## src/rtl/core/b64enc_pkg.sv

```systemverilog
// shared types, constants and the alphabet function of the base64 encoder
`timescale 1ns / 1ps
`default_nettype none

package b64enc_pkg;

  // default characters per line before a break
  localparam int unsigned LINE_CHARS_DEF = 76;
  // default depth of the group command queue
  localparam int unsigned CMD_DEPTH_DEF  = 2;
  // configuration address width and register index
  localparam int unsigned ADDR_W         = 3;
  localparam logic        REG_LINE_BREAK = 1'b0;

  // special characters
  localparam logic [7:0] CHAR_PAD = 8'h3D;
  localparam logic [7:0] CHAR_CR  = 8'h0D;
  localparam logic [7:0] CHAR_LF  = 8'h0A;

  // padding amount of a group
  typedef enum logic [1:0] {
    PAD_NONE = 2'd0,
    PAD_ONE  = 2'd1,
    PAD_TWO  = 2'd2
  } pad_e;

  // one encoded group as handed from front to back
  typedef struct packed {
    logic [3:0][5:0] sext;
    pad_e            pad;
    logic            last;
    logic            crlf;
  } grp_cmd_t;

  // standard alphabet A-Z a-z 0-9 + /
  function automatic logic [7:0] b64_char(input logic [5:0] v);
    logic [7:0] c;
    if (v < 6'd26) begin
      c = 8'h41 + {2'b00, v};
    end else if (v < 6'd52) begin
      c = 8'h61 + {2'b00, v} - 8'd26;
    end else if (v < 6'd62) begin
      c = 8'h30 + {2'b00, v} - 8'd52;
    end else if (v == 6'd62) begin
      c = 8'h2B;
    end else begin
      c = 8'h2F;
    end
    return c;
  endfunction

endpackage

`default_nettype wire

```

## src/rtl/core/b64enc_front.sv

```systemverilog
// front end: gathers bytes into groups and issues one command per group
`timescale 1ns / 1ps
`default_nettype none

module b64enc_front import b64enc_pkg::*; #(
  parameter int unsigned LineChars = LINE_CHARS_DEF
) (
  input  wire logic     clk_i,
  input  wire logic     rst_ni,
  input  wire logic     accept_i,
  input  wire logic [7:0] data_byte_i,
  input  wire logic     final_byte_i,
  input  wire logic     line_break_en_i,
  output logic          cmd_valid_o,
  output grp_cmd_t      cmd_o
);

  localparam int unsigned CntW = $clog2(LineChars + 4);

  logic [1:0]      phase_q, phase_d;
  logic [7:0]      b0_q, b0_d, b1_q, b1_d;
  logic [CntW-1:0] cnt_q, cnt_d;
  logic [CntW-1:0] cnt_sum;

  assign cnt_sum = cnt_q + CntW'(4);

  // group assembly and line counting
  always_comb begin
    phase_d     = phase_q;
    b0_d        = b0_q;
    b1_d        = b1_q;
    cnt_d       = cnt_q;
    cmd_valid_o = 1'b0;
    cmd_o.sext  = '0;
    cmd_o.pad   = PAD_NONE;
    cmd_o.last  = final_byte_i;
    cmd_o.crlf  = 1'b0;
    case (phase_q)
      2'd1: begin
        cmd_o.sext[0] = b0_q[7:2];
        cmd_o.sext[1] = {b0_q[1:0], data_byte_i[7:4]};
        cmd_o.sext[2] = {data_byte_i[3:0], 2'b00};
        cmd_o.pad     = PAD_ONE;
        if (accept_i) begin
          if (final_byte_i) begin
            cmd_valid_o = 1'b1;
            phase_d     = 2'd0;
            cnt_d       = '0;
          end else begin
            b1_d    = data_byte_i;
            phase_d = 2'd2;
          end
        end
      end
      2'd2: begin
        cmd_o.sext[0] = b0_q[7:2];
        cmd_o.sext[1] = {b0_q[1:0], b1_q[7:4]};
        cmd_o.sext[2] = {b1_q[3:0], data_byte_i[7:6]};
        cmd_o.sext[3] = data_byte_i[5:0];
        if (!final_byte_i && cnt_sum >= CntW'(LineChars)) begin
          cmd_o.crlf = line_break_en_i;
        end
        if (accept_i) begin
          cmd_valid_o = 1'b1;
          phase_d     = 2'd0;
          if (final_byte_i || cnt_sum >= CntW'(LineChars)) begin
            cnt_d = '0;
          end else begin
            cnt_d = cnt_sum;
          end
        end
      end
      default: begin
        cmd_o.sext[0] = data_byte_i[7:2];
        cmd_o.sext[1] = {data_byte_i[1:0], 4'b0000};
        cmd_o.pad     = PAD_TWO;
        if (accept_i) begin
          if (final_byte_i) begin
            cmd_valid_o = 1'b1;
            phase_d     = 2'd0;
            cnt_d       = '0;
          end else begin
            b0_d    = data_byte_i;
            phase_d = 2'd1;
          end
        end
      end
    endcase
  end

  // control state
  always_ff @(posedge clk_i or negedge rst_ni) begin
    if (!rst_ni) begin
      phase_q <= 2'd0;
      cnt_q   <= '0;
    end else begin
      phase_q <= phase_d;
      cnt_q   <= cnt_d;
    end
  end

  // held bytes
  always_ff @(posedge clk_i) begin
    b0_q <= b0_d;
    b1_q <= b1_d;
  end

endmodule

`default_nettype wire

```

## src/rtl/core/b64enc_cmd_fifo.sv

```systemverilog
// short queue of group commands between front and back
`timescale 1ns / 1ps
`default_nettype none

module b64enc_cmd_fifo import b64enc_pkg::*; #(
  parameter int unsigned Depth = CMD_DEPTH_DEF
) (
  input  wire logic     clk_i,
  input  wire logic     rst_ni,
  input  wire logic     wr_i,
  input  wire grp_cmd_t wr_data_i,
  output logic          full_o,
  input  wire logic     rd_i,
  output logic          empty_o,
  output grp_cmd_t      rd_data_o
);

  localparam int unsigned PtrW = (Depth > 1) ? $clog2(Depth) : 1;
  localparam int unsigned CntW = $clog2(Depth + 1);

  grp_cmd_t        mem_q [Depth];
  logic [PtrW-1:0] wptr_q, wptr_d, rptr_q, rptr_d;
  logic [CntW-1:0] cnt_q, cnt_d;
  logic            do_wr, do_rd;

  assign full_o    = (cnt_q == CntW'(Depth));
  assign empty_o   = (cnt_q == '0);
  assign do_wr     = wr_i && !full_o;
  assign do_rd     = rd_i && !empty_o;
  assign rd_data_o = mem_q[rptr_q];

  // pointer and fill count update
  always_comb begin
    wptr_d = wptr_q;
    rptr_d = rptr_q;
    cnt_d  = cnt_q;
    if (do_wr) begin
      wptr_d = (wptr_q == PtrW'(Depth - 1)) ? '0 : wptr_q + PtrW'(1);
    end
    if (do_rd) begin
      rptr_d = (rptr_q == PtrW'(Depth - 1)) ? '0 : rptr_q + PtrW'(1);
    end
    if (do_wr && !do_rd) begin
      cnt_d = cnt_q + CntW'(1);
    end else if (do_rd && !do_wr) begin
      cnt_d = cnt_q - CntW'(1);
    end
  end

  always_ff @(posedge clk_i or negedge rst_ni) begin
    if (!rst_ni) begin
      wptr_q <= '0;
      rptr_q <= '0;
      cnt_q  <= '0;
    end else begin
      wptr_q <= wptr_d;
      rptr_q <= rptr_d;
      cnt_q  <= cnt_d;
    end
  end

  // storage
  always_ff @(posedge clk_i) begin
    if (do_wr) begin
      mem_q[wptr_q] <= wr_data_i;
    end
  end

endmodule

`default_nettype wire

```

## src/rtl/core/b64enc_back.sv

```systemverilog
// back end: expands one group command into characters, one per cycle while the receiver keeps popping
`timescale 1ns / 1ps
`default_nettype none

module b64enc_back import b64enc_pkg::*; (
  input  wire logic     clk_i,
  input  wire logic     rst_ni,
  input  wire logic     cmd_empty_i,
  input  wire grp_cmd_t cmd_i,
  output logic          cmd_pop_o,
  output logic          empty_o,
  input  wire logic     pop_i,
  output logic [7:0]    out_char_o,
  output logic          out_last_o
);

  grp_cmd_t   cur_q;
  logic       busy_q, busy_d;
  logic [2:0] idx_q, idx_d;
  logic       out_valid_q, out_valid_d;
  logic [7:0] char_q;
  logic       last_q;
  logic       advance, at_end, load;
  logic [7:0] next_char;
  logic       next_last;

  assign advance = busy_q && (!out_valid_q || pop_i);
  assign at_end  = cur_q.crlf ? (idx_q == 3'd5) : (idx_q == 3'd3);
  assign load    = !busy_q || (advance && at_end);
  assign cmd_pop_o = load && !cmd_empty_i;

  // character for the current position
  always_comb begin
    next_last = 1'b0;
    case (idx_q)
      3'd0: next_char = b64_char(cur_q.sext[0]);
      3'd1: next_char = b64_char(cur_q.sext[1]);
      3'd2: next_char = (cur_q.pad == PAD_TWO) ? CHAR_PAD : b64_char(cur_q.sext[2]);
      3'd3: begin
        next_char = (cur_q.pad == PAD_NONE) ? b64_char(cur_q.sext[3]) : CHAR_PAD;
        next_last = cur_q.last;
      end
      3'd4: next_char = CHAR_CR;
      3'd5: next_char = CHAR_LF;
      default: next_char = CHAR_PAD;
    endcase
  end

  // sequencing over the characters of a group
  always_comb begin
    busy_d      = busy_q;
    idx_d       = idx_q;
    out_valid_d = out_valid_q;
    if (pop_i && out_valid_q) begin
      out_valid_d = 1'b0;
    end
    if (advance) begin
      out_valid_d = 1'b1;
      idx_d       = idx_q + 3'd1;
    end
    if (load) begin
      busy_d = !cmd_empty_i;
      idx_d  = 3'd0;
    end
  end

  always_ff @(posedge clk_i or negedge rst_ni) begin
    if (!rst_ni) begin
      busy_q      <= 1'b0;
      idx_q       <= 3'd0;
      out_valid_q <= 1'b0;
    end else begin
      busy_q      <= busy_d;
      idx_q       <= idx_d;
      out_valid_q <= out_valid_d;
    end
  end

  // payload registers
  always_ff @(posedge clk_i) begin
    if (cmd_pop_o) begin
      cur_q <= cmd_i;
    end
    if (advance) begin
      char_q <= next_char;
      last_q <= next_last;
    end
  end

  assign empty_o    = !out_valid_q;
  assign out_char_o = char_q;
  assign out_last_o = last_q;

endmodule

`default_nettype wire

```

## src/rtl/core/base64_stream_encoder.sv

```systemverilog
// Base64 stream encoder: raw bytes in, standard-alphabet characters out,
// with optional CR LF after every LineChars characters (MIME style, not
// after the final group). The front end takes one byte per cycle while the
// group command queue has room; each third byte, or the final byte, issues a
// group command. The back end sends one character per cycle from its output
// register while the receiver pops, four characters per group or six with a
// line break, so the single character output sets the sustained byte rate.
// A group's first character passes the command queue, the back end's group
// register and its output register on its way out. Register 0 at
// byte address 0, bit 0: line break enable, reset 0; write it only while idle.
`timescale 1ns / 1ps
`default_nettype none

module base64_stream_encoder import b64enc_pkg::*; #(
  parameter int unsigned LineChars = LINE_CHARS_DEF,
  parameter int unsigned CmdDepth  = CMD_DEPTH_DEF
) (
  input  wire logic              clk_i,
  input  wire logic              rst_ni,
  input  wire logic              push,
  output logic                   full,
  input  wire logic [7:0]        data_byte_i,
  input  wire logic              final_byte_i,
  output logic                   empty,
  input  wire logic              pop,
  output logic [7:0]             out_char_o,
  output logic                   out_last_o,
  input  wire logic              psel,
  input  wire logic              penable,
  input  wire logic              pwrite,
  input  wire logic [ADDR_W-1:0] paddr,
  input  wire logic [31:0]       pwdata,
  output logic [31:0]            prdata,
  output logic                   pready
);

  logic     line_break_en_q;
  logic     accept;
  logic     cmd_valid, cmd_full, cmd_empty, cmd_pop;
  grp_cmd_t cmd_in, cmd_out;

  // configuration register
  assign pready = 1'b1;
  assign prdata = (paddr[2] == REG_LINE_BREAK) ? {31'd0, line_break_en_q} : 32'd0;

  always_ff @(posedge clk_i or negedge rst_ni) begin
    if (!rst_ni) begin
      line_break_en_q <= 1'b0;
    end else if (psel && penable && pwrite && pready && paddr[2] == REG_LINE_BREAK) begin
      line_break_en_q <= pwdata[0];
    end
  end

  // input request handshake
  assign full   = cmd_full;
  assign accept = push && !cmd_full;

  b64enc_front #(
    .LineChars (LineChars)
  ) u_front (
    .clk_i           (clk_i),
    .rst_ni          (rst_ni),
    .accept_i        (accept),
    .data_byte_i     (data_byte_i),
    .final_byte_i    (final_byte_i),
    .line_break_en_i (line_break_en_q),
    .cmd_valid_o     (cmd_valid),
    .cmd_o           (cmd_in)
  );

  b64enc_cmd_fifo #(
    .Depth (CmdDepth)
  ) u_cmd_fifo (
    .clk_i     (clk_i),
    .rst_ni    (rst_ni),
    .wr_i      (cmd_valid),
    .wr_data_i (cmd_in),
    .full_o    (cmd_full),
    .rd_i      (cmd_pop),
    .empty_o   (cmd_empty),
    .rd_data_o (cmd_out)
  );

  b64enc_back u_back (
    .clk_i       (clk_i),
    .rst_ni      (rst_ni),
    .cmd_empty_i (cmd_empty),
    .cmd_i       (cmd_out),
    .cmd_pop_o   (cmd_pop),
    .empty_o     (empty),
    .pop_i       (pop),
    .out_char_o  (out_char_o),
    .out_last_o  (out_last_o)
  );

endmodule

`default_nettype wire

```

## config.mk

```make
export PLATFORM = sky130hd
export DESIGN_NAME = base64_stream_encoder
export DESIGN_NICKNAME = d
export VERILOG_FILES = /design/src/rtl/core/b64enc_pkg.sv /design/src/rtl/core/b64enc_front.sv /design/src/rtl/core/b64enc_cmd_fifo.sv /design/src/rtl/core/b64enc_back.sv /design/src/rtl/core/base64_stream_encoder.sv
export SDC_FILE = /design/constraint.sdc
export NUM_CORES = 1
export LEC_CHECK = 0
export BUFFER_PORTS_ARGS = -buffer_cell sky130_fd_sc_hd__buf_2
export CAP_MARGIN = 25
export CORE_MARGIN = 2
export CORE_UTILIZATION = 55
export DETAILED_ROUTE_END_ITERATION = 7
export GPL_TIMING_DRIVEN = 0
export HOLD_SLACK_MARGIN = 0.05
export PLACE_DENSITY = 0.81
export SYNTH_ARGS = -nofsm -noshare
export SYNTH_HDL_FRONTEND = slang
export SYNTH_SLANG_ARGS = --single-unit
```

## constraint.sdc

```tcl
create_clock -name clk_i -period 3.8 [get_ports clk_i]
set_input_delay 0 -clock clk_i [delete_from_list [all_inputs] [get_ports clk_i]]
set_output_delay 0 -clock clk_i [all_outputs]
set_load 0.02 [all_outputs]
```

==> flow_summary.yaml <==
run_status:
  outcome: "completed"
worst_setup_path:
  cp_data_arrival_time_ns: 3.17
  critical_path_class: "flop to flop"
  crit_path_max_fanout: 9
  start_kind: "flop"
  worst_setup_path_end_kind: "flop"
  critPathRequiredTime_ns: 4.13
final_layout:
  diodes: 0
  final_common_cell: "edfxtp_1"
  layout.nets: 862
  layout_common_cells: "109 x edfxtp_1, 53 x nand2_1, 52 x ha_1"
  layout-drive-gt1-share: 0.1917
  multi_input_area_um2: 3282
  fin_util: 0.6578
  areaGrowthSynthToFinish_pct: 17.63
  seqCellArea_um2: 3699
  nFillCells: 986
global_route:
  grt_pass1_wl_um: 26120
  grt_pass1_vias: 5263
  gr-total-overflow: 0
  antenna_found_initial: 0
  track_usage: 0.2355
  grt_max_degree: 29
clocking:
  cts_resized: 0
  cts.clk_slew.worst_paths_ns: 0.05
  cts.path.max_buffers: 2
  clock-sinks: 126
  cts_tree: "built"
  clockRootBuffer: "clkbuf_16"
  clock_latency_ns: 0.42
  htree_levels: 4
  cts_made_buffers: 17
logic_synthesis:
  ys.flop_type: "edfxtp_1"
  synth_cell_types: 61
  syn_inst: 662
  syn-cell-area_um2: 7347
  yosys_warnings: 0
  ys_async_sr_fraction: 0.1349
  synth-edff-count: 109
  yosysSeqAreaShare: 0.5034
  synth-seq-cells: 126
  syn_avg_cell_area_um2: 11.10
power:
  p_leak_nw: 3.469
  power.density_nw_per_um2: 629.5
  ir_drop_mv: 0.6127
place:
  gp_congestion: 0.9364
  dp_slack_ns: 0.5393
  numPortBuffers: 29
  dp_hpwl_um: 11530
floorplan:
  core_um2: 13140
  start_util: 0.5592
  die_area_um2: 14300
  io_pins: 95
  die_h_um: 119.6
  fp.dieW_um: 119.6
  rows: 42
sta:
  setup_viol: 0
  clock_skew_ns: 0.005910
  final.setup.tns_ns: 0
  period_needed_ns: 2.842
  rsz0062_at_grt: "no"
  fin_ws_ns: 0.9579
  slew_viol_final: 0
  min_period_over_period: 0.7479
  relSlewSlack: 0.4327
  finalHoldViolations: 0
  worstMarginPinSlew_ns: 0.8296
  fmax_mhz: 351.9
route:
  drtAntennaViolNets: 0
  routed_wl_um: 16380
  dr.pass1.iters: 5
  drt_iter0_drc: 519
  drc_errors: 0
  avgRoutedWirePerCell_um: 17.28
  via_count: 5385
  via_per_inst: 5.680
flow_run:
  maxCapViolCount: 0
min_path:
  hold_path_class: "primary input to primary output"
## worst max-delay path, stage by stage (launching register included)
cell and delay [ns]:
dfrtp_1 0.46, inv_1 0.23, ha_1 0.17, buf_2 0.21, inv_1 0.16, o21a_1 0.23
o21ai_0 0.35, o21ai_0 0.27, ha_1 0.27, xor2_1 0.14, nor2_1 0.12, xnor2_1 0.14
## state kept, by name (all words and copies together), names as in the netlist
| signal | count |
|---|---|
| u_cmd_fifo.rptr_q | 1 |
| u_front.b1_q | 8 |
| u_front.cnt_q | 5 |
| u_back.idx_q | 3 |
| u_back.out_char_o | 8 |
| u_front.b0_q | 8 |
| u_back.cur_q | 28 |
| u_cmd_fifo.wptr_q | 1 |
| u_cmd_fifo.mem_q | 56 |
| u_back.busy_q | 1 |
| u_front.phase_q | 2 |
| line_break_en_q | 1 |
| u_back.out_valid_q | 1 |
| u_back.out_last_o | 1 |
| u_cmd_fifo.cnt_q | 2 |
## routing by layer
layer / up-vias / track usage / wire length [µm]
li1: 2564 / - / -
met1: 2565 / 0.2893 / 6779
met2: 220 / 0.4075 / 8385
met3: 36 / 0.05418 / 893
met4: 0 / 0.08456 / 325
met5: - / 0 / 0
## worst paths after layout
| check | start | end | slack (ns) | cells after the start |
|---|---|---|---|---|
| setup reg to reg | u_back.idx_q[2] | u_cmd_fifo.cnt_q[1] | 0.96 | 11 |
| setup / recovery | u_back.idx_q[2] | u_cmd_fifo.cnt_q[1] | 0.96 | 11 |
| max in group asynchronous | rst_ni | u_back.idx_q[0] | 2.37 | 4 |
| hold reg to reg | u_front.phase_q[0] | u_front.phase_q[0] | 0.52 | 1 |
| min in group asynchronous | rst_ni | u_back.idx_q[1] | 0.61 | 3 |
| hold / removal | paddr[2] | prdata[0] | 0.27 | 3 |
## logic make-up (layout without fill, tap and decap cells)
group,after synthesis,in the layout,synth area share
adders and majority gates,52,52,0.08856
DFF,126,126,0.5034
xor gates and xnor gates,29,29,0.03457
and+or+nand+nor,183,183,0.1221
muxes,37,37,0.05637
other,2,32,0.001022
buffers and inverters,91,171,0.06556
AOI/OAI and AO/OA,142,142,0.1284
## synthesized netlist by cell type (5+ instances only)
| cell type | n | area share |
|---|---|---|
| edfxtp_1 | 109 | 0.45 |
| nand2_1 | 53 | 0.027 |
| nor2b_1 | 13 | 0.011 |
| xor2_1 | 6 | 0.0072 |
| o21ai_0 | 41 | 0.028 |
| buf_2 | 7 | 0.0048 |
| and2_1 | 13 | 0.011 |
| buf_4 | 35 | 0.036 |
| clkbuf_1 | 12 | 0.0061 |
| inv_1 | 36 | 0.018 |
| nor2_1 | 42 | 0.021 |
| and3_1 | 5 | 0.0043 |
| nor3_1 | 15 | 0.010 |
| xnor2_1 | 23 | 0.027 |
| dfrtp_1 | 17 | 0.058 |
| a21oi_1 | 24 | 0.016 |
| a22oi_1 | 11 | 0.011 |
| nand3_1 | 15 | 0.010 |
| a31oi_1 | 8 | 0.0068 |
| a21o_1 | 7 | 0.0072 |
| mux2_2 | 35 | 0.054 |
| o31ai_1 | 5 | 0.0051 |
| a211oi_1 | 5 | 0.0051 |
| ha_1 | 52 | 0.089 |
## area by class of cell
type	count	share of cell area
Inverter	36	0.01564
Clock inverter	14	0.01940
Sequential cell	126	0.4280
Clock buffer	18	0.04966
Timing Repair Buffer	48	0.04199
Multi-Input combinational cell	475	0.3798
Tap cell	176	0.02548
Buffer	55	0.04010
## stage by stage
stage          power, mW  cells  hold WS (ns)  area [µm²]
2_1_floorplan      3.287    692       -0.2956        7460
3_3_place_gp       3.686    897      -0.06073        7825
3_5_place_dp       3.765    899      -0.04593        7858
4_1_cts            5.427    947        0.2676        8615
5_1_grt            5.706    948        0.2812        8642
6_report           5.440    948        0.2653        8642
## repair_timing
item	4_1_cts	5_1_grt
endpoints found under the hold margin	68	0
setup buffers	0	0
hold buffers	16	0
## power by group
part	internal (mW)	switching, mW	total (mW)
combinational	0.697	1.06	1.76
clock	1.03	0.604	1.63
sequential	1.89	0.162	2.05
Power figures use the tool's default switching activity.
